--- src/hdl/s2sbp_pkg.sv ---
// Package for the SECS-II sensor body parser: types, constants and helpers.
package s2sbp_pkg;

  // Largest number of sensor records taken from one body.
  localparam int unsigned MaxRecords = 32;
  localparam int unsigned SdW = $clog2(MaxRecords + 1);

  // Data item lengths, in bytes.
  localparam logic [3:0] TsLen = 4'd8;
  localparam logic [3:0] U2Len = 4'd2;
  localparam logic [3:0] F4Len = 4'd4;

  typedef logic [SdW-1:0] sd_t;

  // Parser phase: header phases, body phases (header + 7), then the two end phases.
  typedef enum logic [3:0] {
    PhRoot      = 4'd0,
    PhTs        = 4'd1,
    PhCnt       = 4'd2,
    PhList      = 4'd3,
    PhSen       = 4'd4,
    PhId        = 4'd5,
    PhVal       = 4'd6,
    PhRootBody  = 4'd7,
    PhTsBody    = 4'd8,
    PhCntBody   = 4'd9,
    PhListBody  = 4'd10,
    PhSenBody   = 4'd11,
    PhIdBody    = 4'd12,
    PhValBody   = 4'd13,
    PhDonePend  = 4'd14,
    PhIdle      = 4'd15
  } phase_e;

  // Item under parse.
  typedef enum logic [2:0] {
    ItRoot = 3'd0,
    ItTs   = 3'd1,
    ItCnt  = 3'd2,
    ItList = 3'd3,
    ItSen  = 3'd4,
    ItId   = 3'd5,
    ItVal  = 3'd6
  } item_e;

  typedef enum logic [1:0] {
    KTimestamp = 2'd0,
    KSensor    = 2'd1,
    KDone      = 2'd2,
    KError     = 2'd3
  } kind_e;

  typedef enum logic [2:0] {
    ErrNone = 3'd0,
    ErrTs   = 3'd1,
    ErrCnt  = 3'd2,
    ErrId   = 3'd3,
    ErrVal  = 3'd4
  } err_e;

  // Expected data length of a data item.
  function automatic logic [3:0] need_len(item_e item);
    logic [3:0] n;
    unique case (item)
      ItTs:         n = TsLen;
      ItCnt, ItId:  n = U2Len;
      default:      n = F4Len;
    endcase
    return n;
  endfunction

  // Length error code of a data item.
  function automatic err_e err_code(item_e item);
    err_e e;
    unique case (item)
      ItTs:    e = ErrTs;
      ItCnt:   e = ErrCnt;
      ItId:    e = ErrId;
      default: e = ErrVal;
    endcase
    return e;
  endfunction

  // Body phase that belongs to an item.
  function automatic phase_e body_phase(item_e item);
    return phase_e'({1'b0, item} + 4'd7);
  endfunction

endpackage

--- src/hdl/s2sbp_if.sv ---
// Stream interfaces of the SECS-II sensor body parser: body bytes in, records out.
interface s2sbp_in_if;
  logic       valid;
  logic       ready;
  logic [7:0] data_byte;
  logic       body_start;

  modport source (output valid, data_byte, body_start, input ready);
  modport sink   (input valid, data_byte, body_start, output ready);
endinterface

interface s2sbp_out_if;
  logic        valid;
  logic        ready;
  logic [1:0]  record_kind;
  logic [63:0] payload;
  logic [15:0] probe_id;
  logic [5:0]  sensor_index;
  logic [2:0]  error_code;
  logic        last_record;

  modport source (output valid, record_kind, payload, probe_id, sensor_index, error_code,
                  last_record, input ready);
  modport sink   (input valid, record_kind, payload, probe_id, sensor_index, error_code,
                  last_record, output ready);
endinterface

--- src/hdl/secs2_sensor_body_parser_top.sv ---
// Top level of the SECS-II sensor body parser.
// Takes a SECS-II message body one byte per transaction and emits at most one record per
// byte: the U8 timestamp, one record per sensor (U2 id plus raw F4 bits in the low 32
// payload bits), a done record after min(count, MaxRecords) sensors, or a length error
// that halts parsing until the next byte flagged body_start. The done record that follows
// the last sensor comes out on the next byte accepted, whatever that byte is; if it also
// starts a body, the byte is parsed as the new root header. Bytes after done or error are
// dropped until body_start. Rate: one byte per clock while the sink is ready. Each accepted
// byte is decoded against the parse state registers, which are written in the same cycle as
// the result register; its record is shown in the cycle after. The result register is the
// only buffer, so input ready drops only while a record waits and the sink is not ready.
module secs2_sensor_body_parser_top (
  input  logic         clk_i,
  input  logic         rst_ni,
  s2sbp_in_if.sink     in_if,
  s2sbp_out_if.source  out_if
);

  // Parse state
  s2sbp_pkg::phase_e phase_q, phase_d;
  logic [1:0]        lbl_q, lbl_d;      // length bytes left
  logic [23:0]       lacc_q, lacc_d;    // length accumulator
  logic [3:0]        dbl_q, dbl_d;      // data bytes left
  logic [63:0]       dacc_q, dacc_d;    // data accumulator
  logic [15:0]       exp_q, exp_d;      // expected sensor count
  s2sbp_pkg::sd_t    sd_q, sd_d;        // sensors done
  logic [15:0]       id_q, id_d;        // held sensor id

  // Result register
  logic        out_valid_q;
  logic [1:0]  kind_q;
  logic [63:0] payload_q;
  logic [15:0] sid_q;
  logic [5:0]  sidx_q;
  logic [2:0]  err_q;
  logic        last_q;

  logic in_acc;
  assign in_if.ready = !out_valid_q || out_if.ready;
  assign in_acc      = in_if.valid && in_if.ready;

  // ---------------------------------------------------------------------------
  // Decode of one byte against the (possibly restarted) state
  // ---------------------------------------------------------------------------
  logic              start;
  logic [7:0]        b;
  s2sbp_pkg::phase_e b_phase;
  logic [1:0]        b_lbl;
  logic [23:0]       b_lacc;
  logic [3:0]        b_dbl;
  logic [63:0]       b_dacc;
  logic [15:0]       b_exp;
  s2sbp_pkg::sd_t    b_sd;
  logic [15:0]       b_id;
  logic              is_hdr, is_body, len_step, dat_step;
  s2sbp_pkg::item_e  item;
  logic              item_list;
  logic [1:0]        lbl_n;
  logic [23:0]       lacc_n;
  logic [3:0]        dbl_n;
  logic [63:0]       dacc_n;
  logic [3:0]        need;
  logic              fin_len, fin_dat, len_ok, len_err;
  s2sbp_pkg::sd_t    lim, sd_inc;
  logic              last_sensor, cnt_zero;
  logic              done_pend;

  always_comb begin
    start     = in_if.body_start;
    b         = in_if.data_byte;
    done_pend = (phase_q == s2sbp_pkg::PhDonePend);
    // A start byte sees the reset state.
    b_phase = start ? s2sbp_pkg::PhRoot : phase_q;
    b_lbl   = start ? 2'd0  : lbl_q;
    b_lacc  = start ? 24'd0 : lacc_q;
    b_dbl   = start ? 4'd0  : dbl_q;
    b_dacc  = start ? 64'd0 : dacc_q;
    b_exp   = start ? 16'd0 : exp_q;
    b_sd    = start ? '0    : sd_q;
    b_id    = start ? 16'd0 : id_q;

    is_hdr  = (b_phase < s2sbp_pkg::PhRootBody);
    is_body = !is_hdr && (b_phase < s2sbp_pkg::PhDonePend);
    item    = is_hdr ? s2sbp_pkg::item_e'(b_phase[2:0])
                     : s2sbp_pkg::item_e'(3'(b_phase - s2sbp_pkg::PhRootBody));
    item_list = (item == s2sbp_pkg::ItRoot) || (item == s2sbp_pkg::ItList) ||
                (item == s2sbp_pkg::ItSen);

    len_step = is_body && (b_lbl != 2'd0);
    dat_step = is_body && (b_lbl == 2'd0);

    lbl_n  = is_hdr ? b[1:0] : 2'(b_lbl - 2'd1);
    lacc_n = is_hdr ? 24'd0 : {b_lacc[15:0], b};
    dbl_n  = (b_dbl == 4'd0) ? 4'd0 : 4'(b_dbl - 4'd1);
    dacc_n = {b_dacc[55:0], b};

    fin_len = (is_hdr || len_step) && (lbl_n == 2'd0);
    fin_dat = dat_step && (dbl_n == 4'd0);

    need    = s2sbp_pkg::need_len(item);
    len_ok  = (lacc_n == {20'd0, need});
    len_err = fin_len && !item_list && !len_ok;

    lim         = (b_exp < 16'(s2sbp_pkg::MaxRecords)) ? s2sbp_pkg::sd_t'(b_exp)
                                                       : s2sbp_pkg::sd_t'(s2sbp_pkg::MaxRecords);
    sd_inc      = s2sbp_pkg::sd_t'(b_sd + 1'b1);
    last_sensor = (sd_inc >= lim);
    cnt_zero    = (dacc_n[15:0] == 16'd0);
  end

  // ---------------------------------------------------------------------------
  // Next phase
  // ---------------------------------------------------------------------------
  always_comb begin
    phase_d = phase_q;
    if (in_acc) begin
      priority if (done_pend && !start) begin
        phase_d = s2sbp_pkg::PhIdle;
      end else if (fin_len) begin
        unique case (item)
          s2sbp_pkg::ItRoot: phase_d = s2sbp_pkg::PhTs;
          s2sbp_pkg::ItList: phase_d = s2sbp_pkg::PhSen;
          s2sbp_pkg::ItSen:  phase_d = s2sbp_pkg::PhId;
          default:           phase_d = len_ok ? s2sbp_pkg::body_phase(item)
                                              : s2sbp_pkg::PhIdle;
        endcase
      end else if (fin_dat) begin
        unique case (item)
          s2sbp_pkg::ItTs:  phase_d = s2sbp_pkg::PhCnt;
          s2sbp_pkg::ItCnt: phase_d = cnt_zero ? s2sbp_pkg::PhIdle : s2sbp_pkg::PhList;
          s2sbp_pkg::ItId:  phase_d = s2sbp_pkg::PhVal;
          default:          phase_d = last_sensor ? s2sbp_pkg::PhDonePend
                                                  : s2sbp_pkg::PhSen;
        endcase
      end else if (is_hdr) begin
        phase_d = s2sbp_pkg::body_phase(item);
      end else begin
        phase_d = b_phase;
      end
    end
  end

  // ---------------------------------------------------------------------------
  // Datapath next values
  // ---------------------------------------------------------------------------
  always_comb begin
    lbl_d  = lbl_q;
    lacc_d = lacc_q;
    dbl_d  = dbl_q;
    dacc_d = dacc_q;
    exp_d  = exp_q;
    sd_d   = sd_q;
    id_d   = id_q;
    if (in_acc) begin
      lbl_d  = (is_hdr || len_step) ? lbl_n : b_lbl;
      lacc_d = (is_hdr || len_step) ? lacc_n : b_lacc;
      exp_d  = (fin_dat && item == s2sbp_pkg::ItCnt) ? dacc_n[15:0] : b_exp;
      sd_d   = (fin_dat && item == s2sbp_pkg::ItVal) ? sd_inc : b_sd;
      id_d   = (fin_dat && item == s2sbp_pkg::ItId) ? dacc_n[15:0] : b_id;
      priority if (fin_len && !item_list && len_ok) begin
        dbl_d  = need;
        dacc_d = 64'd0;
      end else if (is_hdr) begin
        dbl_d  = 4'd0;
        dacc_d = b_dacc;
      end else if (dat_step) begin
        dbl_d  = dbl_n;
        dacc_d = dacc_n;
      end else begin
        dbl_d  = b_dbl;
        dacc_d = b_dacc;
      end
    end
  end

  // ---------------------------------------------------------------------------
  // Result of the byte
  // ---------------------------------------------------------------------------
  logic             res_valid;
  s2sbp_pkg::kind_e res_kind;
  logic [63:0]      res_payload;
  logic [15:0]      res_sid;
  logic [5:0]       res_sidx;
  s2sbp_pkg::err_e  res_err;
  logic             res_last;

  always_comb begin
    res_valid   = 1'b0;
    res_kind    = s2sbp_pkg::KTimestamp;
    res_payload = 64'd0;
    res_sid     = 16'd0;
    res_sidx    = 6'd0;
    res_err     = s2sbp_pkg::ErrNone;
    res_last    = 1'b0;
    priority if (done_pend) begin
      // Pending done goes out on whatever byte comes next.
      res_valid = 1'b1;
      res_kind  = s2sbp_pkg::KDone;
      res_sidx  = 6'(sd_q);
      res_last  = 1'b1;
    end else if (len_err) begin
      res_valid = 1'b1;
      res_kind  = s2sbp_pkg::KError;
      res_sidx  = 6'(b_sd);
      res_err   = s2sbp_pkg::err_code(item);
      res_last  = 1'b1;
    end else if (fin_dat) begin
      unique case (item)
        s2sbp_pkg::ItTs: begin
          res_valid   = 1'b1;
          res_payload = dacc_n;
        end
        s2sbp_pkg::ItCnt: begin
          res_valid = cnt_zero;
          res_kind  = s2sbp_pkg::KDone;
          res_last  = 1'b1;
        end
        s2sbp_pkg::ItVal: begin
          res_valid   = 1'b1;
          res_kind    = s2sbp_pkg::KSensor;
          res_payload = {32'd0, dacc_n[31:0]};
          res_sid     = b_id;
          res_sidx    = 6'(b_sd);
        end
        default: res_valid = 1'b0;
      endcase
    end
  end

  // ---------------------------------------------------------------------------
  // Registers
  // ---------------------------------------------------------------------------
  always_ff @(posedge clk_i or negedge rst_ni) begin
    if (!rst_ni) begin
      phase_q <= s2sbp_pkg::PhRoot;
      lbl_q   <= 2'd0;
      lacc_q  <= 24'd0;
      dbl_q   <= 4'd0;
      dacc_q  <= 64'd0;
      exp_q   <= 16'd0;
      sd_q    <= '0;
      id_q    <= 16'd0;
    end else begin
      phase_q <= phase_d;
      lbl_q   <= lbl_d;
      lacc_q  <= lacc_d;
      dbl_q   <= dbl_d;
      dacc_q  <= dacc_d;
      exp_q   <= exp_d;
      sd_q    <= sd_d;
      id_q    <= id_d;
    end
  end

  always_ff @(posedge clk_i or negedge rst_ni) begin
    if (!rst_ni) begin
      out_valid_q <= 1'b0;
    end else if (in_acc) begin
      out_valid_q <= res_valid;
    end else if (out_if.ready) begin
      out_valid_q <= 1'b0;
    end
  end

  always_ff @(posedge clk_i) begin
    if (in_acc && res_valid) begin
      kind_q    <= res_kind;
      payload_q <= res_payload;
      sid_q     <= res_sid;
      sidx_q    <= res_sidx;
      err_q     <= res_err;
      last_q    <= res_last;
    end
  end

  assign out_if.valid        = out_valid_q;
  assign out_if.record_kind  = kind_q;
  assign out_if.payload      = payload_q;
  assign out_if.probe_id     = sid_q;
  assign out_if.sensor_index = sidx_q;
  assign out_if.error_code   = err_q;
  assign out_if.last_record  = last_q;

  // ---------------------------------------------------------------------------
  // Assertions
  // ---------------------------------------------------------------------------
  a_sd_bound: assert property (@(posedge clk_i) disable iff (!rst_ni)
    sd_q <= s2sbp_pkg::sd_t'(s2sbp_pkg::MaxRecords))
    else $error("sensor count past limit");

  a_done_after_pend: assert property (@(posedge clk_i) disable iff (!rst_ni)
    (in_acc && done_pend) |=>
      (out_if.valid && out_if.record_kind == s2sbp_pkg::KDone && out_if.last_record))
    else $error("pending done record not emitted");

  a_last_kind: assert property (@(posedge clk_i) disable iff (!rst_ni)
    out_if.valid |-> (out_if.last_record == ((out_if.record_kind == s2sbp_pkg::KDone) ||
                                             (out_if.record_kind == s2sbp_pkg::KError))))
    else $error("last_record disagrees with record kind");

  a_err_kind: assert property (@(posedge clk_i) disable iff (!rst_ni)
    out_if.valid |-> ((out_if.error_code != s2sbp_pkg::ErrNone) ==
                      (out_if.record_kind == s2sbp_pkg::KError)))
    else $error("error code disagrees with record kind");

  a_idle_quiet: assert property (@(posedge clk_i) disable iff (!rst_ni)
    (in_acc && phase_q == s2sbp_pkg::PhIdle && !start) |=> !out_if.valid)
    else $error("record emitted while halted");

endmodule
--- src/flat_wrapper.sv ---
// flat-port wrapper written by rule: the top's interface ports become plain ports
module secs2_sensor_body_parser_top_flat 
  (clk_i, rst_ni, in_if_valid, in_if_data_byte, in_if_body_start, in_if_ready, out_if_valid, out_if_record_kind, out_if_payload, out_if_probe_id, out_if_sensor_index, out_if_error_code, out_if_last_record, out_if_ready);
  s2sbp_in_if in_if_i ();
  s2sbp_out_if out_if_i ();
  input  logic clk_i;
  input  logic rst_ni;
  input wire logic [$bits(in_if_i.valid)-1:0] in_if_valid;
  input wire logic [$bits(in_if_i.data_byte)-1:0] in_if_data_byte;
  input wire logic [$bits(in_if_i.body_start)-1:0] in_if_body_start;
  output wire logic [$bits(in_if_i.ready)-1:0] in_if_ready;
  output wire logic [$bits(out_if_i.valid)-1:0] out_if_valid;
  output wire logic [$bits(out_if_i.record_kind)-1:0] out_if_record_kind;
  output wire logic [$bits(out_if_i.payload)-1:0] out_if_payload;
  output wire logic [$bits(out_if_i.probe_id)-1:0] out_if_probe_id;
  output wire logic [$bits(out_if_i.sensor_index)-1:0] out_if_sensor_index;
  output wire logic [$bits(out_if_i.error_code)-1:0] out_if_error_code;
  output wire logic [$bits(out_if_i.last_record)-1:0] out_if_last_record;
  input wire logic [$bits(out_if_i.ready)-1:0] out_if_ready;
  assign in_if_i.valid = in_if_valid;
  assign in_if_i.data_byte = in_if_data_byte;
  assign in_if_i.body_start = in_if_body_start;
  assign in_if_ready = in_if_i.ready;
  assign out_if_valid = out_if_i.valid;
  assign out_if_record_kind = out_if_i.record_kind;
  assign out_if_payload = out_if_i.payload;
  assign out_if_probe_id = out_if_i.probe_id;
  assign out_if_sensor_index = out_if_i.sensor_index;
  assign out_if_error_code = out_if_i.error_code;
  assign out_if_last_record = out_if_i.last_record;
  assign out_if_i.ready = out_if_ready;
  secs2_sensor_body_parser_top u_core (.clk_i(clk_i), .rst_ni(rst_ni), .in_if(in_if_i), .out_if(out_if_i));
endmodule
--- config.mk ---
export PLATFORM = sky130hd
export DESIGN_NAME = secs2_sensor_body_parser_top_flat
export DESIGN_NICKNAME = d
export VERILOG_FILES = /design/src/hdl/s2sbp_pkg.sv /design/src/hdl/s2sbp_if.sv /design/src/hdl/secs2_sensor_body_parser_top.sv /design/src/flat_wrapper.sv
export SDC_FILE = /design/constraint.sdc
export NUM_CORES = 1
export LEC_CHECK = 0
export BUFFER_PORTS_ARGS = -buffer_cell sky130_fd_sc_hd__buf_2
export CORE_MARGIN = 3
export CORE_UTILIZATION = 34
export CTS_CLUSTER_SIZE = 12
export DETAILED_ROUTE_END_ITERATION = 10
export HOLD_SLACK_MARGIN = 0.12
export SLEW_MARGIN = 20
export SYNTH_ARGS = -nofsm -noshare
export SYNTH_HDL_FRONTEND = slang
export SYNTH_SLANG_ARGS = --single-unit
export TNS_END_PERCENT = 1
--- constraint.sdc ---
create_clock -name clk_i -period 8.52 [get_ports clk_i]
set_input_delay 0.426 -clock clk_i [delete_from_list [all_inputs] [get_ports clk_i]]
set_output_delay 0.426 -clock clk_i [all_outputs]
set_load 0.05 [all_outputs]
==> flow_metrics.py, run 1 <==
metrics = {
    "outcome": {
        "outcome": "finished clean",
    },
    "detailed_routing": {
        "route.antenna.remaining_nets": 0,
        "post_drt_wl_per_cell_um": 19.2,
        "drc": 0,
        "drt-initial-drc-count": 463,
        "firstDrtPassIters": 5,
        "num_vias": 6334,
        "wl_um": 22800,
        "vias_per_cell": 5.34,
    },
    "sta": {
        "timing.fmax_ghz": 0.205,
        "skew_ns": 0.0148,
        "setup_tns_ns": 0,
        "hold_viol_final": 0,
        "maxSlewViolCount": 0,
        "grt_setup_unrepaired": "false",
        "finalSetupViolCount": 0,
        "worstMarginPinSlew_ns": 1.06,
        "finalCritPeriodShare": 0.573,
        "worst_hold_slack_ns": 0.241,
        "slew_headroom": 0.294,
        "worst_slack_ns": 3.64,
        "fin_crit_ns": 4.88,
    },
    "layout": {
        "finalCoreUtilization": 0.410,
        "drive_above_1_share": 0.194,
        "final_net_count": 862,
        "area_growth_pct": 17.0,
        "diodes": 0,
    },
    "clocking": {
        "postCtsSetupBuffers": 0,
        "root_buffer": "clkbuf_16",
        "cts-resized-gates": 0,
        "cts.clk_slew.worst_paths_ns": 0.06,
        "hold_buffers": 1,
        "clock_latency_ns": 0.52,
        "clkSinkCount": 213,
        "clockBufferDepth": 3,
        "tritoncts": "yes",
        "h-tree-depth": 1,
        "numCtsBuffers": 23,
    },
    "setup_path": {
        "worst_setup_path_start_kind": "input pin",
        "r2r-start": "u_core.phase_q[0]",
        "slowest_stage": "buf_2",
        "cp_max_fo": 48,
        "crit_required_ns": 8.71,
        "setup.worst_path.end_class": "register",
        "path_common_cell": "ha_1",
        "worstPathCellList": "buf_2 > nor2b_1 > ha_1 > a21o_1 > nand2_1 > a21oi_1 > inv_1 > ha_1 > nand3_1 > o311a_1 > o32ai_1 > nor4b_2 > nand2b_1 > a31oi_4 > buf_4",
        "critPathArrivalTime_ns": 5.08,
        "crit_type": "input pin to register",
        "slowest_delay_ns": 0.66,
        "crit_start": "in_if_body_start",
    },
    "yosys": {
        "ys_seq_area_frac": 0.625,
        "yosysTopAreaCellShare": 0.327,
        "synth-edff-count": 92,
        "synth_top_cell_by_area": "dfrtp_1",
        "yosysWarnings": 0,
        "netlist_top_cells_area": "dfrtp_1 33%, edfxtp_1 30%, a22o_1 8.7%",
        "yosys_most_used_dff": "dfrtp_1",
        "netlist_area_um2": 9260,
        "synth.most_common_cell": "dfrtp_1",
        "async_flop_share": 0.568,
        "ys_seq_elements": 213,
        "syn-num-nets": 772,
        "synthTopCellsByCount": "121 x dfrtp_1, 92 x a22o_1, 92 x edfxtp_1",
        "avgSynthCellArea_um2": 12.4,
        "synth.distinct_cells": 61,
        "synth_cells": 745,
    },
    "die": {
        "die_h_um": 171,
        "fp-row-count": 59,
        "core_area_um2": 26400,
        "io_pins": 107,
        "die-area_um2": 29300,
        "fp.dieW_um": 171,
        "initial_core_util": 0.350,
    },
    "placed_design": {
        "post-dp-hpwl_um": 14700,
        "gp_congestion": 0.838,
        "dp_slack_ns": 3.18,
        "port_buffers": 106,
    },
    "power_and_ir_drop": {
        "worst_ir_drop_vdd_mv": 0.137,
        "p_leak_nw": 4.57,
        "clockPowerShare": 0.304,
        "internal_power_mw": 2.05,
        "power_frac_comb": 0.276,
        "seqPwrFrac": 0.420,
        "switchingPower_mw": 1.14,
        "power_density_nw_per_um2": 295,
        "switching_share": 0.357,
    },
    "global_routing": {
        "grt_max_degree": 69,
        "overflow": 0,
        "antenna_found_initial": 2,
        "grt_pass1_vias": 6207,
        "grt_pass1_wl_um": 36200,
        "track_usage": 0.155,
    },
    "flow_run": {
        "maxCapViolations": 0,
    },
    "hold_path": {
        "hp-class": "input pin to register",
        "worstHoldStart": "in_if_valid",
    },
}
state kept, by name (all words and copies together) (netlist names), 6 cells and up:
register,count
u_core.out_if.payload,64
u_core.dacc_q,56
u_core.exp_q,16
u_core.id_q,16
u_core.lacc_q,16
u_core.out_if.probe_id,16
u_core.out_if.sensor_index,6
u_core.sd_q,6
critical path, delay by kind of cell:
| family | cells | cell delay [ns] |
|---|---|---|
| adders and majority gates | 2 | 0.74 |
| and+or+nand+nor | 5 | 1.47 |
| AOI/OAI and AO/OA | 5 | 1.22 |
| buffers and inverters | 3 | 1.13 |
cell usage in the layout, fill, tap and decap left out, types with 7 or more instances in the layout:
cell       instances
o21ai_0           28
a21oi_1           17
clkbuf_16         23
ha_1              14
dfrtp_1          121
a22oi_1           17
nand3_1           14
edfxtp_1          92
nor4_1             8
nand2_1           54
buf_2            105
inv_1              7
nor2b_1            9
buf_4             10
nor2_1            28
clkbuf_1          10
and2_1            90
nor3_1             9
a22o_1            92
metal layers:
layer | global-route usage | wire [µm] | vias to the layer above
met5 | 0 | 27 | -
met4 | 0.0381 | 412 | 4
met3 | 0.0280 | 1190 | 39
met2 | 0.238 | 10400 | 161
met1 | 0.229 | 10800 | 3176
li1 | - | - | 2954
final cells by class:
cell class / count / area [µm²]
Clock buffer: 37 / 668
Clock inverter: 5 / 66.3
Fill cell: 2503 / 15600
Inverter: 9 / 33.8
Multi-Input combinational cell: 472 / 3250
Sequential cell: 213 / 5790
Tap cell: 335 / 419
Timing Repair Buffer: 116 / 611
cell families (layout without fill, tap and decap cells):
logic type	after synthesis	after routing	synth area share
simple gates	243	243	0.144
compound gates	202	202	0.167
fa+ha+maj	14	14	0.0189
mux	9	9	0.0109
xor+xnor	4	4	0.00378
buf+inv	60	167	0.0301
flops	213	213	0.625
stage by stage:
stage               cell area, µm²  std cells  total power, mW
floorplan                     9270        745             2.01
global placement             10100       1144             2.24
detailed placement           10100       1144             2.24
CTS                          10800       1187             3.22
global route                 10800       1187             3.35
finish                       10800       1187             3.19
path summary, 6_finish.rpt:
check,end,slack [ns],cells past startpoint
hold reg to reg,u_core.id_q[7],0.49,1
setup / recovery,u_core.out_if.payload[14],3.64,15
min in group asynchronous,u_core.out_if.valid,0.61,2
hold / removal,u_core.out_if.valid,0.24,3
max in group asynchronous,u_core.exp_q[0],6.66,3
setup reg to reg,u_core.out_if.payload[14],3.71,14
power groups by stage:
stage	combinational (mW)	clock [mW]	sequential, mW
floorplan	0.480	0	1.53
global placement	0.876	0	1.36
detailed placement	0.878	0	1.36
CTS	0.881	0.998	1.34
global route	0.952	1.04	1.36
finish	0.881	0.971	1.34
No activity file was read; power rests on OpenSTA's default activity.
==> run 2, diff against run 1 <==
==> constraint.sdc (replaced) <==
create_clock -name clk_i -period 4.96 [get_ports clk_i]
set_input_delay 0.248 -clock clk_i [delete_from_list [all_inputs] [get_ports clk_i]]
set_output_delay 0.248 -clock clk_i [all_outputs]
set_load 0.05 [all_outputs]
==> flow_metrics.py, run 2 (synthesized netlist as in run 1, its figures left out) <==
metrics = {
    "outcome": {
        "outcome": "finished clean",
    },
    "setup_path": {
        "crit_type": "register to register",
        "worst_setup_path_start_kind": "register",
        "path_common_cell": "ha_1",
        "crit_start": "u_core.phase_q[1]",
        "r2r-start": "u_core.phase_q[1]",
        "setup.worst_path.end_class": "register",
        "slowest_stage": "dfrtp_1",
        "crit_required_ns": 5.36,
        "cp_max_fo": 30,
        "critPathArrivalTime_ns": 4.79,
        "worstPathCellList": "nor2b_1 > ha_1 > a21o_1 > nand2_1 > a21oi_1 > inv_1 > ha_1 > ha_1 > a21oi_1 > nor4bb_1 > nor4b_4 > o21ai_4 > buf_4 > a22o_1",
        "slowest_delay_ns": 0.48,
    },
    "placed_design": {
        "dpl.cell_count": 1158,
        "post-dp-hpwl_um": 15200,
        "postPlaceCellArea_um2": 10200,
        "gp_congestion": 0.866,
        "dp_slack_ns": 0.626,
        "port_buffers": 106,
    },
    "clocking": {
        "clock_latency_ns": 0.51,
        "postCtsSetupBuffers": 0,
        "cts.clk_slew.worst_paths_ns": 0.06,
        "root_buffer": "clkbuf_16",
        "tritoncts": "yes",
        "clockBufferDepth": 3,
        "numCtsBuffers": 24,
        "h-tree-depth": 1,
        "clkSinkCount": 213,
    },
    "layout": {
        "area_growth_pct": 19.3,
        "most-common-layout-cells": "121 x dfrtp_1, 105 x buf_2, 92 x a22o_1, 92 x edfxtp_1, 90 x and2_1",
        "drive_above_1_share": 0.209,
        "final_net_count": 878,
        "diodes": 0,
        "final_common_cell": "dfrtp_1",
        "largest_reg_flops": 64,
        "fin_area_um2": 11100,
        "final_cells": 1204,
    },
    "global_routing": {
        "antenna_found_initial": 0,
        "track_usage": 0.152,
        "grt_pass1_vias": 6154,
        "grt_pass1_wl_um": 35500,
        "overflow": 0,
        "grt_max_degree": 58,
    },
    "sta": {
        "hold_viol_final": 0,
        "timing.fmax_ghz": 0.228,
        "finalCritPeriodShare": 0.885,
        "finalSetupViolCount": 0,
        "setup_tns_ns": 0,
        "worst_slack_ns": 0.569,
        "worstMarginPinSlew_ns": 1.01,
        "skew_ns": 0.0145,
        "slew_headroom": 0.325,
        "maxSlewViolCount": 0,
        "grt_setup_unrepaired": "false",
        "fin_crit_ns": 4.39,
    },
    "power_and_ir_drop": {
        "worst_ir_drop_vdd_mv": 0.250,
        "p_leak_nw": 4.68,
        "power_density_nw_per_um2": 510,
        "p_total_mw": 5.63,
    },
    "detailed_routing": {
        "num_vias": 6392,
        "post_drt_wl_per_cell_um": 18.8,
        "wl_um": 22600,
        "firstDrtPassIters": 5,
        "drt-initial-drc-count": 680,
        "drc": 0,
        "route.antenna.remaining_nets": 0,
        "vias_per_cell": 5.31,
    },
    "die": {
        "die_h_um": 171,
        "die-area_um2": 29300,
        "core_area_um2": 26400,
        "fp-row-count": 59,
        "initial_core_util": 0.350,
        "fp.dieW_um": 171,
        "io_pins": 107,
    },
    "flow_run": {
        "maxCapViolations": 0,
    },
    "hold_path": {
        "worstHoldStart": "in_if_data_byte[5]",
        "hp-class": "input pin to register",
    },
}
## run 2: changes by cell type in the layout (fill, tap and decap cells not counted), moves of 2 or more
cell | previous run | this run
clkbuf_16 | 23 | 25
bufinv_16 | 1 | 3
a21oi_2 | 0 | 2
buf_4 | 10 | 22
clkbuf_8 | 4 | 0
buf_12 | 0 | 2
## run 2: final cells by class
class	instances	area, µm²
tap	335	419
timing repair buffer	131	751
fill	2473	15400
clock buffer	35	663
inverter	9	33.8
clock inverter	9	136
sequential	213	5790
multi-input combinational	472	3260
## run 2: metal layers
metal | up-vias | routed length, µm | GRT usage | share of wire
met2 | 177 | 10400 | 0.231 | 0.46
met4 | 0 | 341 | 0.0353 | 0.015
li1 | 2987 | - | - | -
met3 | 26 | 1070 | 0.0169 | 0.047
met1 | 3202 | 10800 | 0.234 | 0.48
met5 | - | 0 | 0 | 0
## run 2: worst paths after layout
kind / to / slack, ns / cells past startpoint
setup reg to reg: u_core.dacc_q[52] / 0.57 / 14
hold reg to reg: u_core.lbl_q[1] / 0.49 / 2
min in group asynchronous: u_core.sd_q[0] / 0.18 / 2
max in group asynchronous: u_core.dacc_q[1] / 3.80 / 3
hold / removal: u_core.lacc_q[5] / 0.16 / 2
setup / recovery: u_core.dacc_q[52] / 0.57 / 14
## run 2: stage by stage
stage	hold WS [ns]	util
after floorplan	-0.0476	-
after global placement	0.165	0.387
after detailed placement	0.166	0.387
after CTS	0.145	0.418
after global routing	0.169	0.418
final	0.160	0.418
## run 2: power breakdown
part           leakage (nW)  switching (mW)  internal [mW]
Combinational          1.77            1.08          0.483
Clock                 0.383           0.691           1.09
Sequential             2.53           0.198           2.10
## run 2: repair_timing
| action | in CTS | in global routing |
|---|---|---|
| endpoints found under the hold margin | 21 | 0 |
| setup endpoints to repair | 0 | 0 |
| gates resized for setup | 0 | 0 |
| hold buffers | 2 | 0 |
## run 2: worst max-delay path: cells and delay by family, from the launching register on
| family | cells | cell delay, ns |
|---|---|---|
| buf+inv | 2 | 0.49 |
| compound gates | 5 | 1.39 |
| fa+ha+maj | 3 | 0.89 |
| flops | 1 | 0.48 |
| simple gates | 4 | 1.02 |
==> run 3, diff against run 2 <==
--- a/config.mk
+++ b/config.mk
@@ -10,6 +10,7 @@
 export CORE_UTILIZATION = 34
 export CTS_CLUSTER_SIZE = 12
 export DETAILED_ROUTE_END_ITERATION = 10
+export GPL_TIMING_DRIVEN = 0
 export HOLD_SLACK_MARGIN = 0.12
 export SLEW_MARGIN = 20
 export SYNTH_ARGS = -nofsm -noshare
==> flow_metrics.py, run 3 (synthesized netlist as in run 1, its figures left out) <==
metrics = {
    "setup_path": {
        "slowest_stage": "nor4b_4",
        "worstPathCellList": "clkbuf_1 > nor2b_1 > ha_1 > buf_2 > a21o_1 > buf_6 > nand2_1 > a21oi_1 > inv_1 > ha_1 > clkbuf_2 > a21oi_1 > mux2_2 > a31oi_4 > nor4b_4 > nand2b_1 > buf_2 > a31oi_4 > buf_16 > buf_16",
        "critPathArrivalTime_ns": 4.99,
        "crit_required_ns": 5.23,
        "setup.worst_path.end_class": "register",
        "cp_max_fo": 25,
        "slowest_delay_ns": 0.47,
        "worst_setup_path_start_kind": "register",
        "crit_type": "register to register",
        "r2r_setup_slack_ns": 0.23,
    },
    "sta": {
        "worstMarginPinSlew_ns": 0.804,
        "worst_hold_slack_ns": 0.142,
        "finalSetupViolCount": 0,
        "slew_headroom": 0.463,
        "grt_setup_unrepaired": "false",
        "skew_ns": 0.0138,
        "hold_viol_final": 0,
        "finalCritPeriodShare": 0.953,
        "timing.fmax_ghz": 0.212,
        "fin_crit_ns": 4.73,
        "maxSlewViolCount": 0,
    },
    "clocking": {
        "h-tree-depth": 1,
        "cts.clk_slew.worst_paths_ns": 0.06,
        "numCtsBuffers": 23,
        "tritoncts": "yes",
        "clock_latency_ns": 0.52,
        "root_buffer": "clkbuf_16",
        "clockBufferDepth": 3,
        "postCtsSetupBuffers": 0,
        "clkSinkCount": 213,
    },
    "detailed_routing": {
        "route.antenna.remaining_nets": 0,
        "num_vias": 6604,
        "vias_per_cell": 5.36,
        "firstDrtPassIters": 5,
        "drt-initial-drc-count": 527,
        "wl_um": 24100,
        "dr_wl_met2_um": 11200,
        "post_drt_wl_per_cell_um": 19.6,
        "wl_met1_um": 10900,
        "drc": 0,
        "dr_wl_met3_um": 1410,
        "top_layer_used": "met4",
    },
    "global_routing": {
        "grt_pass1_vias": 6592,
        "antenna_found_initial": 0,
        "grt_max_degree": 78,
        "overflow": 0,
        "track_usage": 0.162,
        "grt_pass1_wl_um": 37700,
    },
    "layout": {
        "final_cells": 1233,
        "most-common-layout-cells": "121 x dfrtp_1, 105 x buf_2, 92 x a22o_1, 92 x edfxtp_1, 90 x and2_1",
        "drive_above_1_share": 0.190,
        "final_net_count": 909,
        "final_common_cell": "dfrtp_1",
        "largest_reg_flops": 64,
        "diodes": 0,
        "area_growth_pct": 21.0,
    },
    "die": {
        "fp.dieW_um": 171,
        "core_area_um2": 26400,
        "initial_core_util": 0.350,
        "io_pins": 107,
        "die-area_um2": 29300,
        "fp-row-count": 59,
        "die_h_um": 171,
    },
    "placed_design": {
        "gp_congestion": 0.910,
        "port_buffers": 102,
        "dpl.cell_count": 1188,
        "post-dp-hpwl_um": 16600,
    },
    "power_and_ir_drop": {
        "worst_ir_drop_vdd_mv": 0.228,
        "p_leak_nw": 4.72,
        "power_density_nw_per_um2": 504,
    },
    "flow_run": {
        "maxCapViolations": 0,
    },
    "hold_path": {
        "hp-class": "input pin to register",
    },
    "outcome": {
        "outcome": "finished clean",
    },
}
## run 3: power by group
part           internal, mW  switching, mW
combinational         0.543           1.16
clock                 0.986          0.690
sequential             2.10          0.164
total                  3.62           2.02
## run 3: what timing repair did
action | CTS | global route
hold endpoints to repair | 128 | 0
hold buffers | 4 | 0
gates resized for setup | 0 | 3
setup endpoints to repair | 0 | 102
## run 3: through the flow
stage,TNS [ns],worst slack [ns],area [µm²],utilization,total power [mW]
floorplan,0,0.000382,9310,-,3.46
global route,0,0.0121,11200,0.424,5.89
detailed placement,-3.13,-0.0647,10400,0.394,3.97
CTS,0,0.0711,11200,0.423,5.67
global placement,-126.19,-1.38,10200,0.387,3.91
finish,0,0.234,11200,0.424,5.64
## run 3: worst paths after layout
path	from	end	depth (start not counted)
setup / recovery	u_core.phase_q[1]	u_core.out_if.probe_id[7]	20
hold / removal	in_if_data_byte[4]	u_core.dacc_q[4]	2
setup reg to reg	u_core.phase_q[1]	u_core.out_if.probe_id[7]	20
hold reg to reg	u_core.dacc_q[53]	u_core.dacc_q[53]	1
max in group asynchronous	rst_ni	u_core.dacc_q[13]	3
min in group asynchronous	rst_ni	u_core.out_if.valid	2
## run 3: layout make-up
class / instances / area, µm²
fillers: 2457 / 15200
flip-flops and latches: 213 / 5790
multi-input cells: 472 / 3250
repair buffers: 112 / 713
clock buffers: 35 / 671
well taps: 335 / 419
plain buffers: 51 / 260
clock inverters: 6 / 67.6
inverters: 9 / 33.8
## run 3: routing by layer
layer / GRT usage / up-vias
met5: 0 / -
met4: 0.0518 / 0
met3: 0.0282 / 44
met2: 0.259 / 202
met1: 0.226 / 3289
li1: - / 3069
## run 3: critical path, delay by kind of cell (launching register included)
| kind | cells | cell delay [ns] |
|---|---|---|
| adder cells (fa/ha/maj) | 2 | 0.39 |
| buffers and inverters | 8 | 1.62 |
| AND/OR/NAND/NOR | 4 | 0.96 |
| multiplexers | 1 | 0.20 |
| AO/OA/AOI/OAI | 5 | 0.96 |
| flip-flops | 1 | 0.32 |
